[config.mk]
export PLATFORM = sky130hd
export DESIGN_NAME = bab_job_fifo
export DESIGN_NICKNAME = d
export VERILOG_FILES = /design/src/design/bab_job_fifo.sv
export SDC_FILE = /design/constraint.sdc
export NUM_CORES = 1
export LEC_CHECK = 0
export BUFFER_PORTS_ARGS = -buffer_cell sky130_fd_sc_hd__buf_4
export CORE_MARGIN = 2
export CORE_UTILIZATION = 48
export DETAILED_ROUTE_END_ITERATION = 16
export GPL_TIMING_DRIVEN = 0
export PLACE_DENSITY = 0.81
export SYNTH_ARGS = -nofsm -noshare
export SYNTH_HDL_FRONTEND = slang
export SYNTH_SLANG_ARGS = --single-unit
[constraint.sdc]
create_clock -name i_clk -period 2 [get_ports i_clk]
set_input_delay 0.2 -clock i_clk [delete_from_list [all_inputs] [get_ports i_clk]]
set_output_delay 0.2 -clock i_clk [all_outputs]
set_load 0.05 [all_outputs]
[src/design/bab_job_fifo.sv]
// Two-entry queue of output jobs between front and back.
module bab_job_fifo #(
    parameter int W = 8
) (
    input  logic         i_clk,
    input  logic         i_rst_n,
    input  logic         i_push,
    input  logic [W-1:0] i_data,
    input  logic         i_pop,
    output logic [W-1:0] o_data,
    output logic         o_empty,
    output logic         o_full
);
    logic [W-1:0] r_mem [2];
    logic         r_wp, r_rp;
    logic [1:0]   r_cnt;

    always_ff @(posedge i_clk) begin
        if (i_push) begin
            r_mem[r_wp] <= i_data;
        end
        if (!i_rst_n) begin
            r_wp  <= 1'b0;
            r_rp  <= 1'b0;
            r_cnt <= 2'd0;
        end else begin
            if (i_push) r_wp <= ~r_wp;
            if (i_pop)  r_rp <= ~r_rp;
            r_cnt <= r_cnt + 2'(i_push) - 2'(i_pop);
        end
    end

    assign o_data  = r_mem[r_rp];
    assign o_empty = (r_cnt == 2'd0);
    assign o_full  = (r_cnt == 2'd2);
endmodule

# == Word-level counts from Yosys, hierarchy flattened ==
# Memories as Yosys holds them, arrays and structs flattened. A register that Yosys moved wholly into a read port is not among the register bits.
# Index checks and enable logic that the tools add are counted.
# op_classes
n_mux,4
bitwise_logic,2
reduce_logical,1
add_sub_neg,2
eq_ne,1
# ops
op,count
$mux W1,4
$add A2 B1 Y2,1
$eq A2 B2 Y1 const B,1
$logic_not A2 Y1,1
$not A1 Y1,2
$sub A2 B1 Y2,1
# word_totals
out_inout_bits,10
wordCells,14
memories,1
ram_bits,16
reg_bits,4
in_bits,12
# memory_table
name,depth,width,read_ports,rd_ports_with_merged_regs,wr,line_no,rtl
r_mem,2,8,1,1,1,14,logic [W-1:0] r_mem [2];

# == Logic depth before layout (Yosys ltp) ==
# depth
ltp_word,3
mapped_depth,6
ltp_nobuf,6

# == Least setup slack after synthesis ==
# OpenSTA, ideal clock, no wires.
# synth_path
kind,reg-to-output
startpoint,register r_cnt[1]
endpoint,output port o_full
arrival_ps,1068
t_required_ps,1800
path_stages_with_launch,2
n_path_buf,0
setup_slack_ps,732
cell_sequence,dfxtp_1 -> nor2b_1
# synth_between
elab_chain_len,1
# synth_rtl
element,line_no,rtl
start: declaration,16,logic [1:0] r_cnt;
start signal: assignment,29,r_cnt <= r_cnt + 2'(i_push) - 2'(i_pop);
$eq A2 B2 Y1,35,assign o_full = (r_cnt == 2'd2);
end: declaration,12,output logic o_full
# No other way between the ends.

==> out/metrics.yaml <==
crit_required_ns: 1.80
cp-start-kind: "flip-flop"
grt_usage: 0.1169
finalSetupViolations: 0
p_leak_nw: 0.4081
postCtsHoldBufs: 0
dpl.hpwl_um: 769.2
yosys_warnings: 0
setup.worst_path.end_class: "output port"
cts_resized: 0
initial_core_util: 0.5195
slew_viol_final: 0
crit_type: "reg -> out"
cts_tree: "done"
overflow: 0
fillers: 123
status: "finished clean"
grt_max_degree: 12
clock_skew_ns: 0.003023
cts_setup_buffers: 0
port-buffer-count: 21
hold_path_class: "in -> reg"
gp_congestion: 0.6593
die-area_um2: 2011
finalCriticalPeriod_ns: 1.555
coreArea_um2: 1541
fmax_mhz: 642.9
slew_headroom: 0.4809
route.detailed.drc: 0
diodes: 0
yosysUniqueCellTypes: 12
first_global_vias: 403
drtIter0Drc: 9
viasPerCell: 4.989
finalCritPeriodShare: 0.7777
cts.clk_slew.worst_paths_ns: 0.10
fp.dieW_um: 44.85
syn_inst: 46
max-vdd-ir-drop_mv: 0.5092
synth.ff_latch_count: 21
avgSynthCellArea_um2: 17.41
grt_first_pass_wirelength_mm: 1.545
htreeDepth: 1
antenna_found_initial: 0
layout-drive-gt1-share: 0.4648
nets: 86
synth_nets: 60
areaGrowthSynthToFinish_pct: 25.47
ios: 22
clock_latency_ns: 0.28
ys_seq_area_frac: 0.7250
vias: 434
die_h_um: 44.85
post-route-util: 0.6518
ant_nets: 0
hold_viol_final: 0
root_buffer: "clkbuf_4"
power_density_nw_per_um2: 946.9
cap_violations: 0
dr.pass1.iters: 2
row_count: 14
wl_per_cell_um: 12.54
worstPathMaxFanout: 8
rsz0062_at_grt: "false"
cp.arrival_ns: 1.36
clock-sinks: 21
ctsLongestPathBuffers: 2
drt_wl_total_mm: 1.091
numCtsBuffers: 3
syn_area_um2: 800.8
fin_setup_tns_ns: 0
tightest_slew_ns: 0.7770
critical path: stages (launching register included):
cell     delay (ns)
dfxtp_1        0.32
buf_2          0.21
mux2_2         0.36
buf_4          0.19
layer usage:
metal / vias up / share of wire / track usage
met5: - / 0 / 0
met4: 0 / 0.020 / 0.1059
met3: 2 / 0.063 / 0.03200
met2: 12 / 0.53 / 0.2058
met1: 205 / 0.39 / 0.1075
li1: 215 / - / -
registers in the layout, summed over array words and instances (netlist names), named ones only:
| name | count |
|---|---|
| r_cnt | 2 |
| r_mem | 16 |
| r_rp | 1 |
| r_wp | 1 |
power breakdown:
part / switching (mW) / leakage, nW / internal (mW)
clock: 0.110 / 0.0150 / 0.0774
sequential: 0.0124 / 0.192 / 0.502
combinational: 0.150 / 0.201 / 0.0999
final timing paths:
kind | startpoint | to | slack, ns | cells past startpoint
worst max register to register | r_wp | r_mem[0][0] | 0.70 | 1
worst max-delay path | flip-flop | o_data[5] | 0.44 | 3
worst min-delay path | i_data[7] | r_mem[0][7] | 0.09 | 1
worst min register to register | r_rp | flip-flop | 0.61 | 2
placed cells by master (no fill, tap or decap), drive strengths merged:
cell type,count
inv,2
xnor3,1
clkbuf,4
nor2b,4
ha,2
buf,22
mux2,8
nor2,1
xor2,1
and2,4
edfxtp,16
dfxtp,5
o21a,1
cell families (layout without fill, tap and decap cells):
| logic type | Yosys count | after routing | share of synthesized area |
|---|---|---|---|
| AO/OA/AOI/OAI | 1 | 1 | 0.009378 |
| XOR/XNOR | 2 | 2 | 0.03906 |
| flip-flops | 21 | 21 | 0.7250 |
| buffers and inverters | 3 | 28 | 0.01562 |
| AND/OR/NAND/NOR | 9 | 9 | 0.06717 |
| adder cells (fa/ha/maj) | 2 | 2 | 0.03125 |
| multiplexers | 8 | 8 | 0.1125 |
synthesized netlist by cell type:
cell type	n	area share
edfxtp_1	16	0.60
dfxtp_1	5	0.13
nor2_1	1	0.0047
and2_1	4	0.031
buf_2	1	0.0062
xnor3_1	1	0.028
ha_1	2	0.031
o21a_1	1	0.0094
xor2_1	1	0.011
nor2b_1	4	0.031
mux2_2	8	0.11
inv_1	2	0.0094
final cells by class:
type / count / area, um^2 / share of cell area
inverter: 2 / 7.507 / 0.007472
multi-input combinational: 22 / 207.7 / 0.2067
tap: 16 / 20.02 / 0.01993
timing repair buffer: 21 / 157.7 / 0.1569
buffer: 1 / 5.005 / 0.004981
sequential: 21 / 580.6 / 0.5778
clock buffer: 4 / 26.28 / 0.02615
metrics by stage:
stage	instance area, um^2	total power, mW	instances	hold WS (ns)	setup slack (ns)
floorplan	800.8	0.7020	46	0.2989	0.7319
global placement	978.4	0.7709	83	0.3852	0.6756
detailed placement	978.4	0.7767	83	0.3886	0.6673
CTS	1005	0.9621	87	0.08438	0.4233
global route	1005	0.9906	87	0.06761	0.3683
finish	1005	0.9514	87	0.09177	0.4446
(Power assumes the default switching activity.)
