$ cat src/design/bab_pkg.sv
// Shared constants and types for the border aware box filter.
package bab_pkg;

    localparam int PIXEL_W        = 8;
    localparam int CFG_IDX_W      = 2;
    localparam int CFG_DATA_W     = 11;
    localparam int RADIUS_REG_W   = 2;

    localparam int DEF_MAX_WIDTH  = 1024;
    localparam int DEF_MAX_HEIGHT = 1024;
    localparam int DEF_MAX_RADIUS = 3;

    localparam logic [RADIUS_REG_W-1:0] RST_RADIUS = 2'd1;
    localparam logic [CFG_DATA_W-1:0]   RST_WIDTH  = 11'd640;
    localparam logic [CFG_DATA_W-1:0]   RST_HEIGHT = 11'd480;

    localparam logic [CFG_IDX_W-1:0] CFG_RADIUS = 2'd0;
    localparam logic [CFG_IDX_W-1:0] CFG_WIDTH  = 2'd1;
    localparam logic [CFG_IDX_W-1:0] CFG_HEIGHT = 2'd2;

    typedef enum logic [1:0] {
        BK_IDLE,
        BK_SCAN,
        BK_DIV,
        BK_OUT
    } t_back_state;

endpackage

$ cat src/design/bab_intf.sv


interface bab_res_if import bab_pkg::*; ();
    logic               valid;
    logic               ready;
    logic [PIXEL_W-1:0] mean_value;
    logic               frame_end;
    modport source (output valid, output mean_value, output frame_end, input ready);
    modport sink   (input valid, input mean_value, input frame_end, output ready);
endinterface


$ cat src/design/bab_back.sv
// Back: scans the neighborhood from the line store, sums, divides, presents result.
module bab_back import bab_pkg::*; #(
    parameter int MAX_WIDTH  = DEF_MAX_WIDTH,
    parameter int MAX_HEIGHT = DEF_MAX_HEIGHT,
    parameter int MAX_RADIUS = DEF_MAX_RADIUS,
    parameter int RING       = 2 * MAX_RADIUS + 2,
    parameter int RW         = $clog2(RING),
    parameter int CW         = $clog2(MAX_WIDTH),
    parameter int HW         = $clog2(MAX_HEIGHT),
    parameter int DW         = $clog2(MAX_WIDTH + 1),
    parameter int HDW        = $clog2(MAX_HEIGHT + 1),
    parameter int RADW       = $clog2(MAX_RADIUS + 1),
    parameter int JW         = HW + CW + RW + 1
) (
    input  logic               i_clk,
    input  logic               i_rst_n,
    input  logic               i_job_valid,
    input  logic [JW-1:0]      i_job,
    output logic               o_job_pop,
    input  logic [RADW-1:0]    i_eff_r,
    input  logic [DW-1:0]      i_eff_w,
    input  logic [HDW-1:0]     i_eff_h,
    output logic [RW-1:0]      o_rring,
    output logic [CW-1:0]      o_rcol,
    input  logic [PIXEL_W-1:0] i_rdata,
    output logic               o_idle,
    bab_res_if.source          o_res
);
    localparam int KMAX = (2 * MAX_RADIUS + 1) * (2 * MAX_RADIUS + 1);
    localparam int SW   = $clog2(KMAX * 255 + 1);
    localparam int CNW  = $clog2(KMAX + 1);
    localparam int DYW  = RADW + 1;
    localparam int YW   = HW + 2;
    localparam int XW   = CW + 2;
    localparam int TW   = RW + 2;
    localparam int STW  = $clog2(SW + 1);

    t_back_state r_state, n_state;

    logic [HW-1:0]     r_oy;
    logic [CW-1:0]     r_ox;
    logic [RW-1:0]     r_oring;
    logic              r_last;
    logic signed [DYW-1:0] r_dy, r_dx;
    logic              r_issue_done, r_pend;
    logic [SW-1:0]     r_sum;
    logic [CNW-1:0]    r_cnt;
    logic [CNW:0]      r_rem;
    logic [SW-1:0]     r_quot;
    logic [STW-1:0]    r_step;

    logic signed [DYW-1:0] rad_s, neg_r;
    logic signed [YW-1:0]  y;
    logic signed [XW-1:0]  x;
    logic signed [TW-1:0]  rt;
    logic                  inimg, issue_end;
    logic [RW-1:0]         ring;
    logic [CNW:0]          shifted;

    assign rad_s = signed'(DYW'(i_eff_r));
    assign neg_r = -rad_s;

    assign y = signed'(YW'(r_oy)) + YW'(r_dy);
    assign x = signed'(XW'(r_ox)) + XW'(r_dx);
    assign inimg = !y[YW-1] && (y[YW-2:0] < (YW-1)'(i_eff_h)) &&
                   !x[XW-1] && (x[XW-2:0] < (XW-1)'(i_eff_w));

    // ring row of oy+dy, one wrap either way
    assign rt = signed'(TW'(r_oring)) + TW'(r_dy);
    always_comb begin
        if (rt < 0) begin
            ring = RW'(rt + TW'(RING));
        end else if (rt >= TW'(RING)) begin
            ring = RW'(rt - TW'(RING));
        end else begin
            ring = RW'(rt);
        end
    end

    assign o_rring   = inimg ? ring : '0;
    assign o_rcol    = inimg ? x[CW-1:0] : '0;
    assign issue_end = (r_dx == rad_s) && (r_dy == rad_s);
    assign shifted   = {r_rem[CNW-1:0], r_quot[SW-1]};

    always_comb begin
        n_state   = r_state;
        o_job_pop = 1'b0;
        case (r_state)
            BK_IDLE: begin
                o_job_pop = i_job_valid;
                if (i_job_valid) n_state = BK_SCAN;
            end
            BK_SCAN: begin
                if (r_issue_done && !r_pend) n_state = BK_DIV;
            end
            BK_DIV: begin
                if (32'(r_step) == SW - 1) n_state = BK_OUT;
            end
            BK_OUT: begin
                if (o_res.ready) n_state = BK_IDLE;
            end
            default: n_state = BK_IDLE;
        endcase
    end

    always_ff @(posedge i_clk) begin
        if (!i_rst_n) begin
            r_state <= BK_IDLE;
        end else begin
            r_state <= n_state;
        end
    end

    always_ff @(posedge i_clk) begin
        case (r_state)
            BK_IDLE: begin
                {r_oy, r_ox, r_oring, r_last} <= i_job;
                r_dy         <= neg_r;
                r_dx         <= neg_r;
                r_issue_done <= 1'b0;
                r_pend       <= 1'b0;
                r_sum        <= '0;
                r_cnt        <= '0;
            end
            BK_SCAN: begin
                r_pend <= !r_issue_done && inimg;
                if (r_pend) begin
                    r_sum <= r_sum + SW'(i_rdata);
                    r_cnt <= r_cnt + CNW'(1);
                end
                if (!r_issue_done) begin
                    if (issue_end) begin
                        r_issue_done <= 1'b1;
                    end else if (r_dx == rad_s) begin
                        r_dx <= neg_r;
                        r_dy <= r_dy + DYW'(1);
                    end else begin
                        r_dx <= r_dx + DYW'(1);
                    end
                end
                r_rem  <= '0;
                r_quot <= r_sum + (r_pend ? SW'(i_rdata) : SW'(0));
                r_step <= '0;
            end
            BK_DIV: begin
                // restoring division, one quotient bit per cycle
                if (shifted >= (CNW+1)'(r_cnt)) begin
                    r_rem  <= shifted - (CNW+1)'(r_cnt);
                    r_quot <= {r_quot[SW-2:0], 1'b1};
                end else begin
                    r_rem  <= shifted;
                    r_quot <= {r_quot[SW-2:0], 1'b0};
                end
                r_step <= r_step + STW'(1);
            end
            default: ;
        endcase
    end

    assign o_idle           = (r_state == BK_IDLE);
    assign o_res.valid      = (r_state == BK_OUT);
    assign o_res.mean_value = r_quot[PIXEL_W-1:0];
    assign o_res.frame_end  = r_last;

    a_cnt_nonzero: assert property (@(posedge i_clk) disable iff (!i_rst_n)
        (r_state == BK_SCAN && n_state == BK_DIV) |=> (r_cnt != '0))
        else $error("empty neighborhood at divide");

    a_cnt_bound: assert property (@(posedge i_clk) disable iff (!i_rst_n)
        (r_state == BK_SCAN) |-> (32'(r_cnt) <= KMAX))
        else $error("neighborhood count exceeds kernel size");

    a_mean_range: assert property (@(posedge i_clk) disable iff (!i_rst_n)
        (r_state == BK_OUT) |-> (32'(r_quot) <= 255))
        else $error("mean out of pixel range");

    a_pop_idle: assert property (@(posedge i_clk) disable iff (!i_rst_n)
        o_job_pop |=> (r_state == BK_SCAN))
        else $error("job popped but scan not started");
endmodule

$ cat src/flat_wrapper.sv
// flat-port wrapper written by rule: the top's interface ports become plain ports
module bab_back_flat import bab_pkg::*;
#(
    parameter int MAX_WIDTH  = DEF_MAX_WIDTH,
    parameter int MAX_HEIGHT = DEF_MAX_HEIGHT,
    parameter int MAX_RADIUS = DEF_MAX_RADIUS,
    parameter int RING       = 2 * MAX_RADIUS + 2,
    parameter int RW         = $clog2(RING),
    parameter int CW         = $clog2(MAX_WIDTH),
    parameter int HW         = $clog2(MAX_HEIGHT),
    parameter int DW         = $clog2(MAX_WIDTH + 1),
    parameter int HDW        = $clog2(MAX_HEIGHT + 1),
    parameter int RADW       = $clog2(MAX_RADIUS + 1),
    parameter int JW         = HW + CW + RW + 1
)
  (i_clk, i_rst_n, i_job_valid, i_job, o_job_pop, i_eff_r, i_eff_w, i_eff_h, o_rring, o_rcol, i_rdata, o_idle, o_res_valid, o_res_mean_value, o_res_frame_end, o_res_ready);
  bab_res_if o_res_i ();
  input  logic i_clk;
  input  logic i_rst_n;
  input  logic i_job_valid;
  input  logic [JW-1:0] i_job;
  output logic o_job_pop;
  input  logic [RADW-1:0] i_eff_r;
  input  logic [DW-1:0] i_eff_w;
  input  logic [HDW-1:0] i_eff_h;
  output logic [RW-1:0] o_rring;
  output logic [CW-1:0] o_rcol;
  input  logic [PIXEL_W-1:0] i_rdata;
  output logic o_idle;
  output wire logic [$bits(o_res_i.valid)-1:0] o_res_valid;
  output wire logic [$bits(o_res_i.mean_value)-1:0] o_res_mean_value;
  output wire logic [$bits(o_res_i.frame_end)-1:0] o_res_frame_end;
  input wire logic [$bits(o_res_i.ready)-1:0] o_res_ready;
  assign o_res_valid = o_res_i.valid;
  assign o_res_mean_value = o_res_i.mean_value;
  assign o_res_frame_end = o_res_i.frame_end;
  assign o_res_i.ready = o_res_ready;
  bab_back #(.MAX_WIDTH(MAX_WIDTH), .MAX_HEIGHT(MAX_HEIGHT), .MAX_RADIUS(MAX_RADIUS), .RING(RING), .RW(RW), .CW(CW), .HW(HW), .DW(DW), .HDW(HDW), .RADW(RADW), .JW(JW)) u_core (.i_clk(i_clk), .i_rst_n(i_rst_n), .i_job_valid(i_job_valid), .i_job(i_job), .o_job_pop(o_job_pop), .i_eff_r(i_eff_r), .i_eff_w(i_eff_w), .i_eff_h(i_eff_h), .o_rring(o_rring), .o_rcol(o_rcol), .i_rdata(i_rdata), .o_idle(o_idle), .o_res(o_res_i));
endmodule
$ cat config.mk
export PLATFORM = sky130hd
export DESIGN_NAME = bab_back_flat
export DESIGN_NICKNAME = d
export VERILOG_FILES = /design/src/design/bab_pkg.sv /design/src/design/bab_intf.sv /design/src/design/bab_back.sv /design/src/flat_wrapper.sv
export SDC_FILE = /design/constraint.sdc
export NUM_CORES = 1
export LEC_CHECK = 0
export BUFFER_PORTS_ARGS = -buffer_cell sky130_fd_sc_hd__buf_2
export CAP_MARGIN = 20
export CORE_ASPECT_RATIO = 0.75
export CORE_MARGIN = 2
export CORE_UTILIZATION = 45
export DETAILED_ROUTE_END_ITERATION = 6
export PLACE_DENSITY = 0.74
export SYNTH_ARGS = -nofsm -noshare
export SYNTH_HDL_FRONTEND = slang
export SYNTH_SLANG_ARGS = --single-unit
$ cat constraint.sdc
create_clock -name i_clk -period 6.6 [get_ports i_clk]
set_input_delay 0.66 -clock i_clk [delete_from_list [all_inputs] [get_ports i_clk]]
set_output_delay 0.66 -clock i_clk [all_outputs]
set_load 0.03 [all_outputs]
# Word-level counts from Yosys, hierarchy flattened
# Index checks and enable logic that the tools add are counted.
# classes
order_cmp	5
n_eq_ne	14
n_addsub	13
n_mux	32
n_reduce_logical	17
# op_table
op	n
one-hot mux 14 bit (2 select lines)	2
2-to-1 mux 3 bit	9
adder 11 x 3 -> 12 bit	2
one-hot mux 6 bit (2 select lines)	2
< comparator 11 bit	2
adder 14 bit	1
adder 14 x 8 -> 14 bit	1
2-to-1 mux 14 bit	1
2-to-1 mux 6 bit	2
one-hot mux 3 bit (2 select lines)	2
2-to-1 mux 10 bit	1
!= test 2 x 1 -> 1 bit (second input constant)	5
2-to-1 mux 2 bit	4
2-to-1 mux 8 bit	1
one-hot mux 2 bit (4 select lines)	1
one-hot mux 4 bit (2 select lines)	1
AND reduction 4 bit	2
greater-or-equal comparator 7 x 6 -> 1 bit	1
adder 3 x 2 -> 3 bit (second input constant)	2
adder 6 x 1 -> 6 bit (second input constant)	1
equality test 3 bit	2
logical AND 1 bit	6
!= test 2 bit (second input constant)	3
subtractor 6 bit	1
17 further kinds	26
# totals
reg_bits	78
out_inout_bits	25
in_bits	60
wordCells	95

# Depth between registers and ports, before layout
# Gate-level depths: netlist (run 1).
# depth
depth_word	7
depth_mapped	17
depth_no_buf	16

# Worst setup path after synthesis (run 1)
# OpenSTA, ideal clock, no wires.
# synth_timing
path_kind	reg2out
start	register u_core.r_dy[0]
end	output port o_rcol[0]
slack_ns	2.001
required_time_ns	5.940
arrival_ns	3.939
path_stages_with_launch	17
cell_sequence	edfxtp_1 > ha_1 > fa_1 > a21oi_1 > o21a_1 > o21ai_0 > a31oi_1 > o21ai_0 > xor2_1 > ha_1 > and4_4 > a211o_1 > a2111o_1 > a211oi_2 > nand4_2 > buf_6 > nor2_1
# synth_between
elab_chain_cells	6
elab_cells_between_ends	7
cone_classes	1 x add/sub; 1 x order compare; 1 x mux; 4 x reduce/logical
# synth_rtl
item	line	rtl
start: declaration	bab_back.sv:44	logic signed [DYW-1:0] r_dy, r_dx;
start signal: assignment	bab_back.sv:118	r_dy <= neg_r;
start signal: assignment	bab_back.sv:136	r_dy <= r_dy + DYW'(1);
adder 11 x 3 -> 12 bit *	bab_back.sv:63	assign y = signed'(YW'(r_oy)) + YW'(r_dy);
< comparator 11 bit or logical NOT 1 bit (tied branches)	bab_back.sv:65	assign inimg = !y[YW-1] && (y[YW-2:0] < (YW-1)'(i_eff_h)) &&
logical AND 1 bit * (2 in series)	bab_back.sv:65	
logical AND 1 bit *	bab_back.sv:66	!x[XW-1] && (x[XW-2:0] < (XW-1)'(i_eff_w));
2-to-1 mux 10 bit *	bab_back.sv:81	assign o_rcol = inimg ? x[CW-1:0] : '0;
end: declaration	flat_wrapper.sv:27	output logic [CW-1:0] o_rcol;
# Every way passes the cells marked *; elsewhere a longest branch is shown, timed or not.

# Worst setup path in the final report (run 1)
# layout_timing
start	register u_core.r_dx[2]
end	output port o_rcol[9]
# layout_between
elab_chain_cells	5
elab_cells_between_ends	6
cone_classes	1 x add/sub; 1 x order compare; 1 x mux; 3 x reduce/logical
# layout_rtl
item	line	rtl
start: declaration	bab_back.sv:44	
start signal: assignment	bab_back.sv:119	r_dx <= neg_r;
start signal: assignment	bab_back.sv:135	r_dx <= neg_r;
start signal: assignment	bab_back.sv:138	r_dx <= r_dx + DYW'(1);
adder 11 x 3 -> 12 bit *	bab_back.sv:64	assign x = signed'(XW'(r_ox)) + XW'(r_dx);
parallel branches: the longest is 3 deep, another holds < comparator 11 bit	--	
2-to-1 mux 10 bit *	bab_back.sv:81	
# Mark *: on every way between the ends.

==> results.json, run 1 <==
{
  "grtUsageMet1_pct": 24.59,
  "globalRoute.busiestLayer": "met2",
  "postSynthCellCount": 612,
  "crit_arrival_ns": 4.86,
  "flow.area_growth_from_synthesis_pct": 14.05,
  "clock.fmax_mhz": 181.2,
  "cts_sinks": 78,
  "fraction_of_synthesis_flops_using_an_asynchronous_set_or_reset_pin_pct": 0,
  "clk_pin_slew_worst_paths_ns": 0.06,
  "grt_use_met3_pct": 5.068,
  "path_cells": "ha_1, nand3_1, o211ai_1, o41ai_1, o21ai_0, xnor2_1, ha_1, a21oi_1, nand2_1, a2111o_1, a211oi_2, nand4_2, and2b_2, buf_2",
  "critical_path.reg2reg.startpoint": "u_core.r_dx[2]",
  "holdCritStartpoint": "i_job[2]",
  "drcViolationCount": 0,
  "mappedNetlistNets": 753,
  "max-clock-path-buffers": 2,
  "detailed_route_wl_um": 12690,
  "min_period_over_period_pct": 83.63,
  "cts_max_level": 3,
  "clock-root-buffer": "sky130_fd_sc_hd__clkbuf_16",
  "layout_min_cycle_time_ns": 5.519,
  "first_global_vias": 4555,
  "route.antenna.remaining_nets": 0,
  "vias_per_cell": 5.253,
  "post_drt_wl_per_cell_um": 14.62,
  "maxSlewHeadroom_pct": 35.97,
  "grt_util_all_layers_pct": 18.57,
  "worst_slew_pin_tran_ns": 0.9604,
  "setup_slack_ns": 1.081,
  "clkLatencyLatePin_ns": 0.34,
  "sequential_cell_area_fraction_in_the_yosys_report_pct": 38.58,
  "detailed_place_hpwl_um": 9704,
  "fin_nets": 833,
  "synth.lib_cells_used.distinct": 53,
  "path_class": "reg -> out",
  "global_route_wire_length_before_repair_um": 20980,
  "detailedRoute.firstIterationViolations": 217,
  "dr_total_vias": 4560,
  "die-area_um2": 14330,
  "setup-tns-final_ns": 0,
  "grtUsageMet2_pct": 30.03,
  "status": "complete, no violations",
  "number_of_gates_resized_after_cts": 0,
  "floorplan.die.height_um": 104.2,
  "setup_viol_count_final": 0,
  "ios": 85,
  "postLayoutCoreUtil_pct": 52.74,
  "finalClockSkew_ns": 0.003835,
  "required_time_reported_for_the_critical_path_endpoint_ns": 5.94,
  "critical_path.startpoint": "u_core.r_dx[2]",
  "drive_above_1_share_pct": 16.36,
  "std_cell_rows": 36,
  "hold_buffer_count_at_cts": 0,
  "crit_family": "compound AO/OA/AOI/OAI gates",
  "finalWeightedCongestion": 0.8993,
  "critPathMostFrequentCell": "sky130_fd_sc_hd__ha_1",
  "die_width_um": 137.6,
  "syn-cell-area_um2": 6020,
  "grt_setup_unrepaired": "no",
  "synth-warning-count": 0,
  "cp_slowest_cell": "sky130_fd_sc_hd__edfxtp_1",
  "synthesis.area_per_instance_um2": 9.836,
  "diode_count": 0,
  "cts_made_buffers": 9,
  "initial_core_utilization_pct": 46.24,
  "setup.worst_path.start_class": "flip-flop",
  "worst-path-buf-inv": 1,
  "critPathMaxStageDelay_ns": 0.64,
  "antenna_found_initial": 0,
  "sequential_cell_area_um2": 2322,
  "drv.max_cap_violation_count": 0,
  "final_max_slew_viol_count": 0,
  "min_path_type": "in -> reg",
  "final-hold-violation-count": 0,
  "post_cts.repair.setup_buffers": 0,
  "grt_start_max_net_pins": 46,
  "tritoncts_clock_tree": "done",
  "drt_first_pass_iters": 4,
  "placement.io_buffers": 84,
  "multi_input_combinational_cell_area_um2": 3344,
  "layoutNonFillerInstCount": 868,
  "grt_overflow_total": 0,
  "end_kind": "primary output",
  "number_of_register_bits_inferred_by_synthesis": 78,
  "fillerInstances": 1170,
  "synth-edff-count": 76,
  "core_area_um2": 13020,
  "dpl.cell_count": 851,
  "dp_worst_setup_slack_ns": 1.445,
  "crit_path_max_fanout": 15,
  "ys.flop_type": "sky130_fd_sc_hd__edfxtp_1"
}
-- layout by cell type, fill, tap and decap left out, types with 5 or more instances in the layout --
master                      instances
sky130_fd_sc_hd__o21a_1             8
sky130_fd_sc_hd__edfxtp_1          76
sky130_fd_sc_hd__xnor2_1           24
sky130_fd_sc_hd__buf_2             84
sky130_fd_sc_hd__a21o_1            10
sky130_fd_sc_hd__mux2i_1            9
sky130_fd_sc_hd__fa_1               6
sky130_fd_sc_hd__a211oi_1           5
sky130_fd_sc_hd__o21ai_0           38
sky130_fd_sc_hd__nand2_1           39
sky130_fd_sc_hd__inv_1             65
sky130_fd_sc_hd__nand3_1           19
sky130_fd_sc_hd__nor2b_1           15
sky130_fd_sc_hd__nor2_1            38
sky130_fd_sc_hd__nor3b_1            5
sky130_fd_sc_hd__and2_1            25
sky130_fd_sc_hd__a21oi_1           25
sky130_fd_sc_hd__clkbuf_16          9
sky130_fd_sc_hd__nand2b_1          11
sky130_fd_sc_hd__a31oi_1            8
sky130_fd_sc_hd__nor3_1            16
sky130_fd_sc_hd__ha_1              75
sky130_fd_sc_hd__xor2_1            25
-- cells by family (layout without fill, tap and decap cells) --
kind of cell             count (synthesis)  after routing  share of synthesized area [%]
AO/OA/AOI/OAI                          123            123                          12.93
adder cells (fa/ha/maj)                 81             81                          17.58
buffers and inverters                   84            169                          5.862
AND/OR/NAND/NOR                        186            186                          16.05
XOR/XNOR                                49             49                          7.129
flip-flops                              78             78                          38.58
multiplexers                            11             11                          1.871
-- per-layer routing --
metal  vias to the layer above  wire (um)
li1                       2315          -
met1                      2113       5998
met2                       114       5853
met3                        18        650
met4                         0        182
met5                         -          0
-- worst register-to-register path: stages (launching register included) --
cell and delay (ns):
sky130_fd_sc_hd__edfxtp_1 0.64, sky130_fd_sc_hd__ha_1 0.48, sky130_fd_sc_hd__nand3_1 0.11, sky130_fd_sc_hd__o211ai_1 0.10
sky130_fd_sc_hd__o41ai_1 0.62, sky130_fd_sc_hd__o21ai_0 0.26, sky130_fd_sc_hd__xnor2_1 0.24, sky130_fd_sc_hd__ha_1 0.29
sky130_fd_sc_hd__a21oi_1 0.15, sky130_fd_sc_hd__nand2_1 0.06, sky130_fd_sc_hd__a2111o_1 0.41, sky130_fd_sc_hd__a211oi_2 0.25
sky130_fd_sc_hd__nand4_2 0.38, sky130_fd_sc_hd__nor3b_1 0.30
-- synth_stat cells, types with 6 or more instances --
master / count / share of area [%]
sky130_fd_sc_hd__a21o_1: 10 / 1.2
sky130_fd_sc_hd__a21oi_1: 25 / 2.1
sky130_fd_sc_hd__a31oi_1: 8 / 0.83
sky130_fd_sc_hd__and2_1: 25 / 2.6
sky130_fd_sc_hd__buf_4: 8 / 1.0
sky130_fd_sc_hd__clkbuf_1: 10 / 0.62
sky130_fd_sc_hd__edfxtp_1: 76 / 38
sky130_fd_sc_hd__fa_1: 6 / 2.0
sky130_fd_sc_hd__ha_1: 75 / 16
sky130_fd_sc_hd__inv_1: 65 / 4.1
sky130_fd_sc_hd__mux2i_1: 9 / 1.5
sky130_fd_sc_hd__nand2_1: 39 / 2.4
sky130_fd_sc_hd__nand2b_1: 11 / 1.1
sky130_fd_sc_hd__nand3_1: 19 / 1.6
sky130_fd_sc_hd__nor2_1: 38 / 2.4
sky130_fd_sc_hd__nor2b_1: 15 / 1.6
sky130_fd_sc_hd__nor3_1: 16 / 1.3
sky130_fd_sc_hd__o21a_1: 8 / 1.0
sky130_fd_sc_hd__o21ai_0: 39 / 3.2
sky130_fd_sc_hd__xnor2_1: 24 / 3.5
sky130_fd_sc_hd__xor2_1: 25 / 3.6
-- sequential cells by signal (all words and copies together), names as in the netlist --
register	cells
u_core.r_oring	3
u_core.r_rem	6
u_core.r_ox	10
u_core.r_sum	14
u_core.r_state	2
u_core.r_oy	10
u_core.r_issue_done	1
u_core.o_res.frame_end	1
u_core.r_quot	14
u_core.r_pend	1
u_core.r_dx	3
u_core.r_dy	3
u_core.r_cnt	6
u_core.r_step	4
-- through the flow --
stage	area (um2)	hold WS, ns
final	6865	0.4947
after floorplan	6020	0.5000
after detailed placement	6568	0.5320
after global routing	6865	0.4762
after global placement	6568	0.5151
after CTS	6850	0.4810
-- worst paths after layout --
| check | slack (ns) | endpoint | cells past startpoint |
|---|---|---|---|
| worst max register to register | 2.14 | u_core.r_pend | 13 |
| worst min register to register | 0.54 | u_core.r_quot[9] | 2 |
| worst min-delay path | 0.49 | u_core.r_oring[1] | 1 |
| worst max-delay path | 1.08 | o_rcol[9] | 14 |
-- layout make-up --
cell class,instances,area share (%)
flip-flops and latches,78,33.83
multi-input cells,450,48.72
well taps,171,3.116
inverters,65,3.554
clock inverters,1,0.07290
repair buffers,88,6.670
clock buffers,15,4.046
Power of run 1 is not shown: default switching activity piles up to over one toggle a cycle in this logic, so the estimate is an artifact.
==> inputs of run 2 (changes only) <==
==> constraint.sdc (replaced) <==
create_clock -name i_clk -period 5.3 [get_ports i_clk]
set_input_delay 0.53 -clock i_clk [delete_from_list [all_inputs] [get_ports i_clk]]
set_output_delay 0.53 -clock i_clk [all_outputs]
set_load 0.03 [all_outputs]
==> run 2 against run 1 <==
  * First-iteration DRC count grew 55%
  * Highest routed layer unchanged
  * Cell count increased by 0.81%
  * Register-to-register slack lost 1.2 ns
  * Sequential share of layout area is 0.30 points lower
  * Non-clock buffer count increased by 6
  * Critical path depth increased by 2
  * Via count increased by 1.8%
  * Cell area grew 0.89%
  * Flip-flop and latch count unchanged
  * Worst hold slack got worse by 0.13 ns
==> results.json, run 2 (synthesis results as in run 1) <==
{
  "grt_overflow_total": 0,
  "dr_total_vias": 4642,
  "path_cells": "ha_1, fa_1, a21oi_1, o21a_1, o21ai_0, a31oi_1, o21ai_0, xor2_1, ha_1, and4_4, a211o_1, a2111o_1, a211oi_4, nand4_4, and2b_2, buf_2",
  "crit_arrival_ns": 4.53,
  "critical_path.reg2reg.startpoint": "u_core.r_dy[0]",
  "grtUsageMet2_pct": 29.96,
  "grt_setup_unrepaired": "no",
  "final-hold-violation-count": 0,
  "setup.worst_path.start_class": "flip-flop",
  "grt_util_all_layers_pct": 18.49,
  "die-area_um2": 14330,
  "path_class": "reg -> out",
  "final_common_cell": "sky130_fd_sc_hd__buf_2",
  "layout.cells.most_common_list": "sky130_fd_sc_hd__buf_2, sky130_fd_sc_hd__edfxtp_1, sky130_fd_sc_hd__ha_1",
  "cp_slowest_cell": "sky130_fd_sc_hd__edfxtp_1",
  "finalClockSkew_ns": 0.006712,
  "post_drt_wl_per_cell_um": 14.60,
  "drcViolationCount": 0,
  "final_max_slew_viol_count": 0,
  "initial_core_utilization_pct": 46.24,
  "max-clock-path-buffers": 2,
  "required_time_reported_for_the_critical_path_endpoint_ns": 4.77,
  "holdCritStartpoint": "i_job[3]",
  "flow.area_growth_from_synthesis_pct": 15.07,
  "drive_above_1_share_pct": 17.05,
  "setup-tns-final_ns": 0,
  "hold_path_sink": "u_core.r_oring[2]",
  "layout_min_cycle_time_ns": 5.055,
  "drt_first_pass_iters": 5,
  "core_area_um2": 13020,
  "clock-root-buffer": "sky130_fd_sc_hd__clkbuf_16",
  "maxSlewHeadroom_pct": 34.14,
  "timing.rr.end": "u_core.r_pend",
  "antenna_found_initial": 0,
  "end_kind": "primary output",
  "detailed_place_hpwl_um": 9652,
  "crit_path_max_fanout": 7,
  "cts_max_level": 3,
  "placement.io_buffers": 84,
  "clk_pin_slew_worst_paths_ns": 0.06,
  "status": "complete, no violations",
  "detailed_route_wl_um": 12770,
  "detailedRoute.firstIterationViolations": 337,
  "layout_top_registers": "u_core.r_quot (14), u_core.r_sum (14)",
  "worst_r2r_path_depth": 16,
  "finalWeightedCongestion": 0.9203,
  "hold_buffer_count_at_cts": 0,
  "die_width_um": 137.6,
  "min_period_over_period_pct": 95.38,
  "route.antenna.remaining_nets": 0,
  "globalRoute.busiestLayer": "met2",
  "floorplan.die.height_um": 104.2,
  "tritoncts_clock_tree": "done",
  "ff2ff_setup_slack_ns": 0.98,
  "critPathMaxStageDelay_ns": 0.42,
  "cts_sinks": 78,
  "diode_count": 0,
  "worst_slew_pin_tran_ns": 0.9879,
  "std_cell_rows": 36,
  "vias_per_cell": 5.305,
  "min_path_type": "in -> reg",
  "clock.fmax_mhz": 197.8,
  "setup_viol_count_final": 0,
  "fin_nets": 840,
  "cts_made_buffers": 9,
  "grtUsageMet1_pct": 24.42,
  "clkLatencyLatePin_ns": 0.34,
  "global_route_wire_length_before_repair_um": 20970,
  "drv.max_cap_violation_count": 0,
  "hold_depth": 1,
  "grt_use_met3_pct": 4.288,
  "grt_start_max_net_pins": 46,
  "first_global_vias": 4550,
  "ios": 85
}
-- run 2: cell types whose count changed in the layout (fill, tap and decap cells not counted) --
cell                         previous run  this run
sky130_fd_sc_hd__nand4_4                0         1
sky130_fd_sc_hd__clkinvlp_4             0         1
sky130_fd_sc_hd__clkinv_1               0         3
sky130_fd_sc_hd__a211oi_2               1         0
sky130_fd_sc_hd__clkbuf_1               3         1
sky130_fd_sc_hd__a211oi_4               0         1
sky130_fd_sc_hd__clkbuf_8               3         0
sky130_fd_sc_hd__buf_8                  1         0
sky130_fd_sc_hd__buf_16                 0         1
sky130_fd_sc_hd__clkinv_2               1         2
sky130_fd_sc_hd__buf_4                  3         9
-- run 2: metal layers --
metal,wire length [um],vias to the layer above
met3,629,21
li1,-,2327
met2,5911,113
met5,0,-
met1,5991,2181
met4,242,0
-- run 2: stage by stage --
step / instances / instance area (um2) / hold WS (ns) / util, % / setup WS [ns]
after floorplan: 612 / 6020 / 0.5000 / - / 0.8310
after global placement: 854 / 6590 / 0.5168 / 50.62 / 0.5099
after detailed placement: 854 / 6590 / 0.5333 / 50.62 / 0.3706
after CTS: 870 / 6857 / 0.3483 / 52.67 / 0.08540
after global routing: 875 / 6927 / 0.3463 / 53.21 / 0.004718
final: 875 / 6927 / 0.3630 / 53.21 / 0.2449
-- run 2: worst max-delay path: cells and delay by family (launching register included) --
kind                       cells  cell delay (ns)
DFF                            1             0.42
adders and majority gates      3             0.98
buffers and inverters          1             0.19
and+or+nand+nor                3             0.68
xor gates and xnor gates       1             0.16
AOI/OAI and AO/OA              8             1.76
-- run 2: area by class of cell --
| type | instances | area (um2) |
|---|---|---|
| clock inverters | 6 | 28.78 |
| fillers | 1135 | 6091 |
| multi-input cells | 451 | 3373 |
| clock buffers | 10 | 229.0 |
| flip-flops and latches | 78 | 2322 |
| repair buffers | 94 | 515.5 |
| inverters | 65 | 244.0 |
| well taps | 171 | 214.0 |
-- run 2: how the worst max path moves through the flow --
stage,slack (ns),start,depth (start not counted),endpoint
2_1_floorplan,0.83,u_core.r_dy[0],16,o_rcol[0]
3_3_place_gp,0.51,u_core.r_dy[0],16,o_rcol[9]
3_5_place_dp,0.37,u_core.r_dy[0],16,o_rcol[7]
4_1_cts,0.09,u_core.r_dy[0],16,o_rcol[7]
5_1_grt,0.005,u_core.r_dy[0],16,o_rcol[9]
6_report,0.24,u_core.r_dy[0],16,o_rcol[7]
-- run 2: what timing repair did --
item                                   in CTS  in global routing
endpoints found under the hold margin       0                  0
setup buffers                               0                  3
pin swaps                                   0                  2
setup endpoints to repair                   2                 12
gates resized for setup                     1                  1
cloned                                      0                  1
Power of run 2 is left out for the same reason.
